==> config.mk <==
export PLATFORM = sky130hd
export DESIGN_NAME = per_device_rssi_mean_table
export DESIGN_NICKNAME = d
export VERILOG_FILES = /design/src/hdl/rssim_pkg.sv /design/src/hdl/per_device_rssi_mean_table.sv /design/src/hdl/rssim_ram.sv /design/src/hdl/rssim_div.sv
export SDC_FILE = /design/constraint.sdc
export NUM_CORES = 2
export LEC_CHECK = 0
export BUFFER_PORTS_ARGS = -buffer_cell sky130_fd_sc_hd__buf_2
export CORE_ASPECT_RATIO = 2
export CORE_UTILIZATION = 68
export DETAILED_ROUTE_END_ITERATION = 10
export GPL_TIMING_DRIVEN = 0
export PLACE_DENSITY = 0.85
export SLEW_MARGIN = 20
export SYNTH_ARGS = -nofsm -noshare
export SYNTH_HDL_FRONTEND = slang
export SYNTH_HIERARCHICAL = 1
export SYNTH_SLANG_ARGS = --single-unit
==> constraint.sdc <==
create_clock -name clk -period 19.8 [get_ports clk]
set_clock_uncertainty 0.05 [all_clocks]
set_input_delay 3.96 -clock clk [delete_from_list [all_inputs] [get_ports clk]]
set_output_delay 3.96 -clock clk [all_outputs]
set_load 0.01 [all_outputs]
==> src/hdl/rssim_pkg.sv <==
`default_nettype none

package rssim_pkg;

  // Fixed field widths of one report and one result
  localparam int ADDR_W  = 48;
  localparam int KIND_W  = 2;
  localparam int SIG_W   = 8;
  localparam int SLOT_W  = 4;
  localparam int SEEN_W  = 16;

  // The quotient of a mean update always fits in SIG_W magnitude bits (|q| <= 128)
  localparam int DIV_STEPS  = SIG_W;
  localparam int DIV_STEP_W = $clog2(DIV_STEPS);

  typedef logic [ADDR_W-1:0] addr_t;
  typedef logic [KIND_W-1:0] kind_t;
  typedef logic signed [SIG_W-1:0] sig_t;

endpackage

`default_nettype wire

==> src/hdl/per_device_rssi_mean_table.sv <==
`default_nettype none

// Per-device RSSI mean table. Pulse start with a report (address, address type, signed dBm)
// while busy is low; busy stays high until the single result strobe out_valid, which lasts
// one cycle and cannot be held off. The table is scanned one slot per cycle through the
// single read port of the slot RAM; a new device or a dropped report is resolved once the
// whole table has been scanned. A known device found in slot k is resolved in these steps:
// the scan reaches it, the count and mean are multiplied, the divider is loaded, the serial
// restoring divide runs, the mean is written back and the result registered, and the result
// is presented on the outputs. Slot contents are written when a slot is filled or
// its mean is updated; only slots whose valid bit is set are compared, and the valid bits
// live in flip-flops that clear at reset, so no clearing pass is needed.
module per_device_rssi_mean_table
  import rssim_pkg::*;
#(
  parameter int TABLE_DEPTH = 16,
  parameter int COUNT_WIDTH = 16
) (
  input  wire logic                clk,
  input  wire logic                rst_n,
  input  wire logic                start,
  output logic                     busy,
  input  wire logic [ADDR_W-1:0]   in_device_address,
  input  wire logic [KIND_W-1:0]   in_address_kind,
  input  wire logic signed [SIG_W-1:0] in_signal_dbm,
  output logic                     out_valid,
  output logic [SLOT_W-1:0]        out_slot_index,
  output logic signed [SIG_W-1:0]  out_average_dbm,
  output logic [SEEN_W-1:0]        out_reports_seen,
  output logic                     out_new_device,
  output logic                     out_table_full_drop
);

  localparam int IDX_W = (TABLE_DEPTH > 1) ? $clog2(TABLE_DEPTH) : 1;
  localparam int ENT_W = ADDR_W + KIND_W + COUNT_WIDTH + SIG_W;
  localparam int NW    = COUNT_WIDTH + 9;
  localparam logic [IDX_W-1:0] LAST_IDX = IDX_W'(TABLE_DEPTH - 1);
  localparam logic [COUNT_WIDTH-1:0] CNT_MAX = '1;

  localparam logic [2:0] S_IDLE   = 3'd0;
  localparam logic [2:0] S_SEARCH = 3'd1;
  localparam logic [2:0] S_MUL    = 3'd2;
  localparam logic [2:0] S_DIVST  = 3'd3;
  localparam logic [2:0] S_DIV    = 3'd4;

  logic [2:0]             state_r;
  logic [TABLE_DEPTH-1:0] valid_r;

  // Latched report
  addr_t                  addr_r;
  kind_t                  kind_r;
  sig_t                   sig_r;

  // Scan pointers: idx_r issues reads, pidx_r names the slot whose data is on the RAM output
  logic [IDX_W-1:0]       idx_r;
  logic [IDX_W-1:0]       pidx_r;
  logic                   pend_r;
  logic                   iss_done_r;
  logic [IDX_W-1:0]       free_r;
  logic                   have_free_r;

  // Hit slot working set
  logic [IDX_W-1:0]       hit_r;
  logic [COUNT_WIDTH-1:0] cnt_r;
  sig_t                   mean_r;
  logic signed [NW-1:0]   num_r;
  logic signed [NW-1:0]   prod;

  // RAM ports
  logic                   ram_we;
  logic [IDX_W-1:0]       ram_waddr;
  logic [ENT_W-1:0]       ram_wdata;
  logic [ENT_W-1:0]       ram_rdata;

  addr_t                  e_addr;
  kind_t                  e_kind;
  logic [COUNT_WIDTH-1:0] e_cnt;
  sig_t                   e_mean;
  logic                   hit;
  logic                   slot_free;
  logic [COUNT_WIDTH-1:0] cnt_inc;

  // Divider
  logic                   div_start;
  logic                   div_done;
  sig_t                   div_quot;

  // Result registers
  logic                   out_valid_r;
  logic [IDX_W-1:0]       out_slot_r;
  sig_t                   out_mean_r;
  logic [COUNT_WIDTH-1:0] out_cnt_r;
  logic                   out_new_r;
  logic                   out_drop_r;
  logic [IDX_W+SLOT_W-1:0]        slot_ext;
  logic [COUNT_WIDTH+SEEN_W-1:0]  cnt_ext;

  assign {e_addr, e_kind, e_cnt, e_mean} = ram_rdata;
  assign hit       = pend_r && valid_r[pidx_r] && (e_addr == addr_r) && (e_kind == kind_r);
  assign slot_free = pend_r && !valid_r[pidx_r];
  assign cnt_inc   = (cnt_r == CNT_MAX) ? cnt_r : cnt_r + COUNT_WIDTH'(1);
  assign div_start = (state_r == S_DIVST);

  // Signed product of the stored count and mean, plus the new sample
  assign prod = $signed({1'b0, cnt_r}) * mean_r + NW'(sig_r);

  rssim_ram #(
    .WIDTH (ENT_W),
    .DEPTH (TABLE_DEPTH)
  ) u_ram (
    .clk       (clk),
    .wr_en     (ram_we),
    .wr_addr   (ram_waddr),
    .wr_data   (ram_wdata),
    .rd_addr   (idx_r),
    .rd_data_r (ram_rdata)
  );

  rssim_div #(
    .COUNT_WIDTH (COUNT_WIDTH)
  ) u_div (
    .clk    (clk),
    .rst_n  (rst_n),
    .start  (div_start),
    .num    (num_r),
    .den    ({1'b0, cnt_r} + (COUNT_WIDTH+1)'(1)),
    .done_r (div_done),
    .quot_r (div_quot)
  );

  // Write port: fill a free slot at the end of a missed scan, or write back an updated mean
  always_comb begin
    ram_we    = 1'b0;
    ram_waddr = hit_r;
    ram_wdata = {addr_r, kind_r, cnt_inc, div_quot};
    if (state_r == S_SEARCH && pend_r && !hit && pidx_r == LAST_IDX &&
        (have_free_r || slot_free)) begin
      ram_we    = 1'b1;
      ram_waddr = have_free_r ? free_r : pidx_r;
      ram_wdata = {addr_r, kind_r, COUNT_WIDTH'(1), sig_r};
    end else if (state_r == S_DIV && div_done) begin
      ram_we    = 1'b1;
    end
  end

  always_ff @(posedge clk) begin
    if (!rst_n) begin
      state_r     <= S_IDLE;
      valid_r     <= '0;
      out_valid_r <= 1'b0;
      pend_r      <= 1'b0;
    end else begin
      out_valid_r <= 1'b0;
      unique case (state_r)
        S_IDLE: begin
          if (start) begin
            state_r     <= S_SEARCH;
            idx_r       <= '0;
            pend_r      <= 1'b0;
            iss_done_r  <= 1'b0;
            have_free_r <= 1'b0;
          end
        end
        S_SEARCH: begin
          // Issue the next slot read until the last one is out
          pend_r <= !iss_done_r;
          pidx_r <= idx_r;
          if (!iss_done_r) begin
            if (idx_r == LAST_IDX) begin
              iss_done_r <= 1'b1;
            end else begin
              idx_r <= idx_r + IDX_W'(1);
            end
          end
          // Compare the slot whose data just arrived
          if (hit) begin
            hit_r   <= pidx_r;
            cnt_r   <= e_cnt;
            mean_r  <= e_mean;
            pend_r  <= 1'b0;
            state_r <= S_MUL;
          end else if (pend_r) begin
            if (slot_free && !have_free_r) begin
              free_r      <= pidx_r;
              have_free_r <= 1'b1;
            end
            if (pidx_r == LAST_IDX) begin
              pend_r      <= 1'b0;
              state_r     <= S_IDLE;
              out_valid_r <= 1'b1;
              if (have_free_r || slot_free) begin
                valid_r[have_free_r ? free_r : pidx_r] <= 1'b1;
                out_slot_r <= have_free_r ? free_r : pidx_r;
                out_mean_r <= sig_r;
                out_cnt_r  <= COUNT_WIDTH'(1);
                out_new_r  <= 1'b1;
                out_drop_r <= 1'b0;
              end else begin
                // Table full: drop the report and flag it
                out_slot_r <= '0;
                out_mean_r <= '0;
                out_cnt_r  <= '0;
                out_new_r  <= 1'b0;
                out_drop_r <= 1'b1;
              end
            end
          end
        end
        S_MUL: begin
          num_r   <= prod;
          state_r <= S_DIVST;
        end
        S_DIVST: begin
          state_r <= S_DIV;
        end
        S_DIV: begin
          if (div_done) begin
            state_r     <= S_IDLE;
            out_valid_r <= 1'b1;
            out_slot_r  <= hit_r;
            out_mean_r  <= div_quot;
            out_cnt_r   <= cnt_inc;
            out_new_r   <= 1'b0;
            out_drop_r  <= 1'b0;
          end
        end
        default: begin
          state_r <= S_IDLE;
        end
      endcase
    end
  end

  // Hold the report for the whole scan
  always_ff @(posedge clk) begin
    if (state_r == S_IDLE && start) begin
      addr_r <= in_device_address;
      kind_r <= in_address_kind;
      sig_r  <= in_signal_dbm;
    end
  end

  assign busy     = (state_r != S_IDLE);
  assign slot_ext = {{SLOT_W{1'b0}}, out_slot_r};
  assign cnt_ext  = {{SEEN_W{1'b0}}, out_cnt_r};

  assign out_valid           = out_valid_r;
  assign out_slot_index      = slot_ext[SLOT_W-1:0];
  assign out_average_dbm     = out_mean_r;
  assign out_reports_seen    = cnt_ext[SEEN_W-1:0];
  assign out_new_device      = out_new_r;
  assign out_table_full_drop = out_drop_r;

endmodule

`default_nettype wire

==> src/hdl/rssim_ram.sv <==
`default_nettype none

module rssim_ram #(
  parameter int WIDTH = 8,
  parameter int DEPTH = 16,
  localparam int AW = (DEPTH > 1) ? $clog2(DEPTH) : 1
) (
  input  wire logic                 clk,
  input  wire logic                 wr_en,
  input  wire logic [AW-1:0]        wr_addr,
  input  wire logic [WIDTH-1:0]     wr_data,
  input  wire logic [AW-1:0]        rd_addr,
  output logic      [WIDTH-1:0]     rd_data_r
);

  logic [WIDTH-1:0] mem [DEPTH];

  always_ff @(posedge clk) begin
    if (wr_en) begin
      mem[wr_addr] <= wr_data;
    end
    rd_data_r <= mem[rd_addr];
  end

endmodule

`default_nettype wire

==> src/hdl/rssim_div.sv <==
`default_nettype none

// Restoring divider: one compare and subtract per cycle, quotient truncated toward zero.
// The caller guarantees |num| < den * 2^DIV_STEPS.
module rssim_div
  import rssim_pkg::*;
#(
  parameter int COUNT_WIDTH = 16
) (
  input  wire logic                       clk,
  input  wire logic                       rst_n,
  input  wire logic                       start,
  input  wire logic signed [COUNT_WIDTH+8:0] num,
  input  wire logic [COUNT_WIDTH:0]       den,
  output logic                            done_r,
  output sig_t                            quot_r
);

  localparam int NW = COUNT_WIDTH + 9;
  localparam int MW = NW - 1;

  logic [MW-1:0]         rem_r;
  logic [MW-1:0]         dsh_r;
  logic [SIG_W-1:0]      q_r;
  logic                  neg_r;
  logic                  run_r;
  logic [DIV_STEP_W-1:0] step_r;
  logic [NW-1:0]         num_mag;
  logic                  ge;
  logic [SIG_W-1:0]      q_nxt;

  assign num_mag = num[NW-1] ? (~num + NW'(1)) : num;
  assign ge      = (rem_r >= dsh_r);
  assign q_nxt   = {q_r[SIG_W-2:0], ge};

  always_ff @(posedge clk) begin
    if (!rst_n) begin
      run_r  <= 1'b0;
      done_r <= 1'b0;
    end else begin
      done_r <= 1'b0;
      if (start) begin
        run_r  <= 1'b1;
        step_r <= '0;
      end else if (run_r) begin
        step_r <= step_r + DIV_STEP_W'(1);
        if (step_r == DIV_STEP_W'(DIV_STEPS - 1)) begin
          run_r  <= 1'b0;
          done_r <= 1'b1;
        end
      end
    end
  end

  always_ff @(posedge clk) begin
    if (start) begin
      neg_r <= num[NW-1];
      rem_r <= num_mag[MW-1:0];
      dsh_r <= {den, (SIG_W-1)'(0)};
      q_r   <= '0;
    end else if (run_r) begin
      if (ge) begin
        rem_r <= rem_r - dsh_r;
      end
      dsh_r <= dsh_r >> 1;
      q_r   <= q_nxt;
      if (step_r == DIV_STEP_W'(DIV_STEPS - 1)) begin
        quot_r <= neg_r ? sig_t'(~q_nxt + SIG_W'(1)) : sig_t'(q_nxt);
      end
    end
  end

endmodule

`default_nettype wire
Word-level counts from Yosys, hierarchy flattened
Memory sizes are Yosys's and may differ from the RTL's. A register that Yosys moved wholly into a read port is not among the register bits.
Cells that the tools add are included.
Cells by class
  equal/unequal tests: 20
  bitwise operators: 7
  multiplexer cells: 80
  multiply operators: 1
  $lt $le $gt $ge: 4
  add/subtract/negate cells: 8
  reductions and logical operators: 38
Operator list (number)
  24-bit two-way mux: 7
  16-bit two-way mux: 5
  48-bit equality test: 1
  8-bit two-way mux: 6
  4-bit two-way mux: 10
  1-bit two-way mux: 33
  16-bit one-hot mux with 2 select lines: 1
  25-bit by 8-bit adder with 25-bit output: 1
  17-bit by 8-bit multiplier with 25-bit output: 1
  24-bit by 2-bit adder with 24-bit output (second input constant): 1
  24-bit greater-or-equal comparator: 1
  24-bit inverter: 1
  24-bit subtractor: 1
  3-bit two-way mux: 6
  16-bit by 1-bit adder with 17-bit output (second input constant): 1
  16-bit by 1-bit adder with 16-bit output (second input constant): 1
  16-bit equality test (second input constant): 1
  16-bit OR: 1
  4-bit one-hot mux with 2 select lines: 2
  8-bit one-hot mux with 2 select lines: 1
  3-bit one-hot mux with 5 select lines: 1
  5-bit AND reduction: 3
  1-bit logical AND: 12
  1-bit one-hot mux with 2 select lines: 6
  other kinds (28): 54
Storage, ports and cells
  input bits: 61
  memories: 1
  bits in writable memories: 1184
  register bits: 245
Memories
  u_ram.mem: words 16, width 74, rd ports 1, clocked after Yosys merged registers in 1, wr ports 1, RTL line rssim_ram.sv:16  | logic [WIDTH-1:0] mem [DEPTH];

Logic depth before layout (Yosys ltp)
  depth in word-level cells: 12
  depth in mapped cells: 21
  gate-level depth less buffers: 20

Hierarchy
Netlist, hierarchy kept.
Modules (own cells, without submodules)
  rssim_ram: times used 1, area an instance 45753.9 um^2, seq. area each 37035.5 um^2, cells an instance 1901
  per_device_rssi_mean_table: times used 1, area an instance 11852.6 um^2, seq. area each 5074.9 um^2, cells an instance 1032
  rssim_div: times used 1, area an instance 4944.7 um^2, seq. area each 1911.8 um^2, cells an instance 540

Worst setup path after synthesis
OpenSTA, ideal clock, no wires.
  path type: flip-flop to flip-flop
  from: reg pidx_r[0]
  to: mem u_ram/mem[0][0] (netlist name) (enable)
  path buffers: 2
  data required time: 19153 ps
  slack: 11283 ps
  stages on the path, launching flop included: 9
  setup time: 597 ps
  data arrival time: 7870 ps
  cells stage by stage: edfxtp_1 -> buf_2 -> mux4_2 -> mux4_2 -> a211oi_4 -> buf_4 -> mux2_2 -> or3b_1 -> nor3_1
On the way
  elaborated cells on any way between the ends: 18
  those cells by class: eq/ne (1); mux (7); reduce/logical (10)
RTL lines
  start: declaration: RTL line per_device_rssi_mean_table.sv:56  | logic [IDX_W-1:0] pidx_r;
  start signal: assignment: RTL line per_device_rssi_mean_table.sv:167  | pidx_r <= idx_r;
  1-bit binary-select mux with 4-bit select: RTL line per_device_rssi_mean_table.sv:99, per_device_rssi_mean_table.sv:100
  1-bit two-way mux (not written as such): RTL line per_device_rssi_mean_table.sv:99, per_device_rssi_mean_table.sv:100
  1-bit logical AND (3 in a row): RTL line per_device_rssi_mean_table.sv:99  | assign hit = pend_r && valid_r[pidx_r] && (e_addr == addr_r) && (e_kind == kind_r);
  1-bit logical NOT: RTL line per_device_rssi_mean_table.sv:136  | if (state_r == S_SEARCH && pend_r && !hit && pidx_r == LAST_IDX &&
  1-bit logical AND (2 in a row): RTL line per_device_rssi_mean_table.sv:136
  1-bit logical AND (*): RTL line per_device_rssi_mean_table.sv:136
  4-bit two-way mux (*): RTL line per_device_rssi_mean_table.sv:136
  via ram_waddr[2]: RTL line per_device_rssi_mean_table.sv:71  | logic [IDX_W-1:0] ram_waddr;
  end: declaration: RTL line rssim_ram.sv:16
The timed path passes the listed nets; every way through them passes the cells marked *. The select of a mux whose other input is x is not followed.

Final worst setup path
  from: reg sig_r[7]
  to: reg num_r[23], data pin
On the way
  word-level cells in the longest chain between the ends: 1
RTL lines
  start: declaration: RTL line per_device_rssi_mean_table.sv:52  | sig_t sig_r;
  start signal: assignment: RTL line per_device_rssi_mean_table.sv:239  | sig_r <= in_signal_dbm;
  25-bit by 8-bit adder with 25-bit output: RTL line per_device_rssi_mean_table.sv:105  | assign prod = $signed({1'b0, cnt_r}) * mean_r + NW'(sig_r);
  via prod[23]: RTL line per_device_rssi_mean_table.sv:67  | logic signed [NW-1:0] prod;
  end signal: assignment: RTL line per_device_rssi_mean_table.sv:210  | num_r <= prod;
  end: declaration: RTL line per_device_rssi_mean_table.sv:66  | logic signed [NW-1:0] num_r;
The timed path passes the listed nets, and every way through them passes these cells.
A chain may end at the register's enable or synchronous reset.

==> qor.txt <==
Crit path max-delay cell type: clkinv_1
RSZ-0062 raised after global routing: false
Max Freq: 129 MHz
Vias: 35800
Top cell type's share of synthesized area: 66.8%
Pre-CTS WS: 12.60 ns
CP dominant cell by count: fa_1
Crit Reg-Reg Startpoint: sig_r[7]$_DFFE_PP_
Cell Rows: 157
Post-CTS Setup Repair Bufs: 0
CP endpoint: num_r[23]$_DFFE_PP_
Crit path cell chain: clkinv_1 > fa_1 > inv_1 > fa_1 > fa_1 > fa_1 > fa_1 > ha_1 > nand3_1 > o211ai_1 > nor4_1 > o311ai_0 > a2111oi_1 > o31ai_1 > a21oi_1 > xnor2_1
Peak VDD IR: 0.000104 V
Synthesized area: 0.0626 mm^2
Setup crit end kind: flop
Worst skew pair latency: 0.76 ns
Hold_buf cts: 0
Worst setup path class: reg2reg
Unique masters post-synth: 74
Die area: 0.0933 mm^2
Reg2reg path depth: 16
Max-Cap Viols: 0
CTS tree: yes
CTS H-tree lvls: 3
EDFF count, synth: 1392
Prevailing post-synth register cell: edfxtp_1
CTS max path bufs: 3
Sequential element share of the synthesized area: 70.4%
Post-route cell area: 0.0704 mm^2
Yosys warns: 6
Pint: 5.03 mW
Hold Path Depth: 0
Min Tclk post-route: 7.75 ns
Routed wire per std cell: 33.9 um
Flop pwr share: 54.7%
Mux cell area share after synthesis: 11.4%
Fin crit share: 39.1%
Largest delay contributor family on the critical path: adder cells
Status: finished, final reports clean
Number of max-slew violations in the final report: 0
Gate Count Post-Synth: 3473
Post-Synth Adder-Cell Area: 5.33%
Placed insts: 4863
Inserted Clock Buffers: 115
Clk pwr share: 38.0%
First-pass GRT wire length: 249 mm
Combinational Power Share: 7.4%
Worst slew pin tran: 1.23 ns
Clock Pin Slew Worst Setup and Hold Paths: 0.07 ns
Synth Area in Compound Gates: 4.41%
First-iteration detailed-routing DRC count: 4408
Hold WC Path Type: reg2reg
Async set or reset register ratio after synthesis: 0%
Initial DRT Pass Iterations: 9
Crit path largest cell delay: 1.05 ns
# IOs: 93
Flop2flop setup slack: 12.05 ns
Syn Area/Cell: 18.0 um^2
Largest cells by area after synthesis: edfxtp_1, mux4_2, dfxtp_1, fa_1, ha_1
GRT Overall Usage: 38.0%
Fin cells: 5084
Synth area leader: edfxtp_1
Final Hold Fails: 0
Crit path buf inv count: 2
Initial Utilization: 68.5%
# nets final: 4050
Largest family of logic cells by synthesized area: multiplexers
CTS sink count: 1503
WL final: 172 mm
Synth Register Bits: 1503
Post-cts resize count: 0
Xor/xnor share of the synthesized area: 1.67%
WHS: 0.329 ns
CTS root buffer: clkbuf_16
Largest net degree at the start of global routing: 26
R2R Path End: num_r[23]$_DFFE_PP_
Mapped Nets: 3735
WP data arrival: 8.19 ns
Synthesis-to-layout area growth: 12.5%
P_leak: 24.0 nW
Worst Setup SP: sig_r[7]$_DFFE_PP_
# setup viols final: 0
Crit path required time: 20.25 ns
DR vias/cell: 7.03
Design Power: 6.51 mW
Initial antenna violation count: 1
Switching share of power: 22.8%
Layout Utilization: 77.0%
Final RePlAce weighted congestion: 0.933
PortBufs: 92
Worst path depth: 16
Final worst setup slack: 12.05 ns
Rel. slew slack: 17.3%
Synth Area in Simple Gates: 4.67%
Ratio of cells with drive above 1 in the final layout: 20.3%
Core Footprint: 0.0913 mm^2
DR DRC count: 0
Die height: 431 um
Power Density: 92.6 mW/mm^2
Detail Route Antenna Nets: 0
CP Launch Type: flop
P_sw: 1.49 mW
Die W: 216 um
Fillers: 4607
Vias in the first global route: 37800
Grt ovf: 0
Detailed Place HPWL: 114 mm
Placed Area: 0.0664 mm^2
Setup TNS: 0 ns
Max FO, Critical Path: 14
routing by layer:
metal	global-route usage (%)	up-vias	share of wire [%]
met5	0	-	0.0075
met4	32.2	2	10
met3	6.46	905	8.6
met2	66.0	2759	52
met1	40.0	17900	29
li1	-	14200	-
sequential cells by signal, indices dropped and copies added (netlist names), 7 cells and up:
signal and cells:
u_ram/mem 1184, u_div/rem_r 24, mean_r 8, num_r 25, cnt_r 16, out_average_dbm 8, u_div/q_r 7, u_div/quot_r 8
out_reports_seen 16, addr_r 48, valid_r 16, sig_r 8, u_div/dsh_r 24, u_ram/rd_data_r 74
kinds of logic after synthesis:
logic type | after synthesis
compound gates | 383
buf+inv | 312
fa+ha+maj | 201
xor+xnor | 119
mux | 333
simple gates | 622
flops | 1503
layout by cell type (no fill, tap or decap), drive strengths merged, types with 77 or more instances in the layout:
cell | Yosys | final
and2 | 77 | 77
nor2 | 150 | 150
ha | 92 | 92
xnor2 | 90 | 90
dfxtp | 111 | 111
nand2 | 224 | 224
inv | 144 | 150
fa | 109 | 109
edfxtp | 1392 | 1392
clkbuf | 91 | 240
a22oi | 151 | 151
mux4 | 301 | 301
buf | 75 | 273
power by group through the flow:
stage | logic, mW | registers [mW] | clock network, mW
final | 0.479 | 3.56 | 2.47
after global routing | 0.499 | 3.56 | 2.59
after CTS | 0.470 | 3.56 | 2.48
after detailed placement | 0.456 | 3.63 | 0
after global placement | 0.437 | 3.62 | 0
after floorplan | 0.307 | 3.61 | 0
final cells by class:
class / count / area, um^2 / area share [%]
Clock inverter: 71 / 773 / 1.10
Antenna cell: 1 / 2.50 / 0.00356
Timing Repair Buffer: 198 / 2180 / 3.09
Buffer: 166 / 810 / 1.15
Sequential cell: 1503 / 44000 / 62.6
Inverter: 146 / 548 / 0.779
Clock buffer: 149 / 3210 / 4.57
Multi-Input combinational cell: 1658 / 17300 / 24.6
Tap cell: 1192 / 1490 / 2.12
how the worst min path moves through the flow:
stage | slack (ns) | start | to
after floorplan | 0.34 | u_ram/rd_data_r[8]$_DFF_P_ | cnt_r[0]$_DFFE_PP_
after global placement | 0.34 | u_ram/rd_data_r[14]$_DFF_P_ | cnt_r[6]$_DFFE_PP_
after detailed placement | 0.34 | u_ram/rd_data_r[11]$_DFF_P_ | cnt_r[3]$_DFFE_PP_
after CTS | 0.32 | u_ram/rd_data_r[17]$_DFF_P_ | cnt_r[9]$_DFFE_PP_
after global routing | 0.32 | u_ram/rd_data_r[17]$_DFF_P_ | cnt_r[9]$_DFFE_PP_
final | 0.33 | u_ram/rd_data_r[17]$_DFF_P_ | cnt_r[9]$_DFFE_PP_
Yosys cell counts, types with 21 or more instances:
master,count
a21oi_1,50
a22oi_1,151
and2_1,77
buf_2,32
clkbuf_1,91
dfxtp_1,111
edfxtp_1,1392
fa_1,109
ha_1,92
inv_1,144
mux4_2,301
nand2_1,224
nand3_1,35
nand4_1,21
nor2_1,150
nor2b_1,24
nor3_1,21
o21ai_0,31
o31ai_1,37
xnor2_1,90
xor2_1,29
Note: power is estimated with default switching activity, not from simulation.
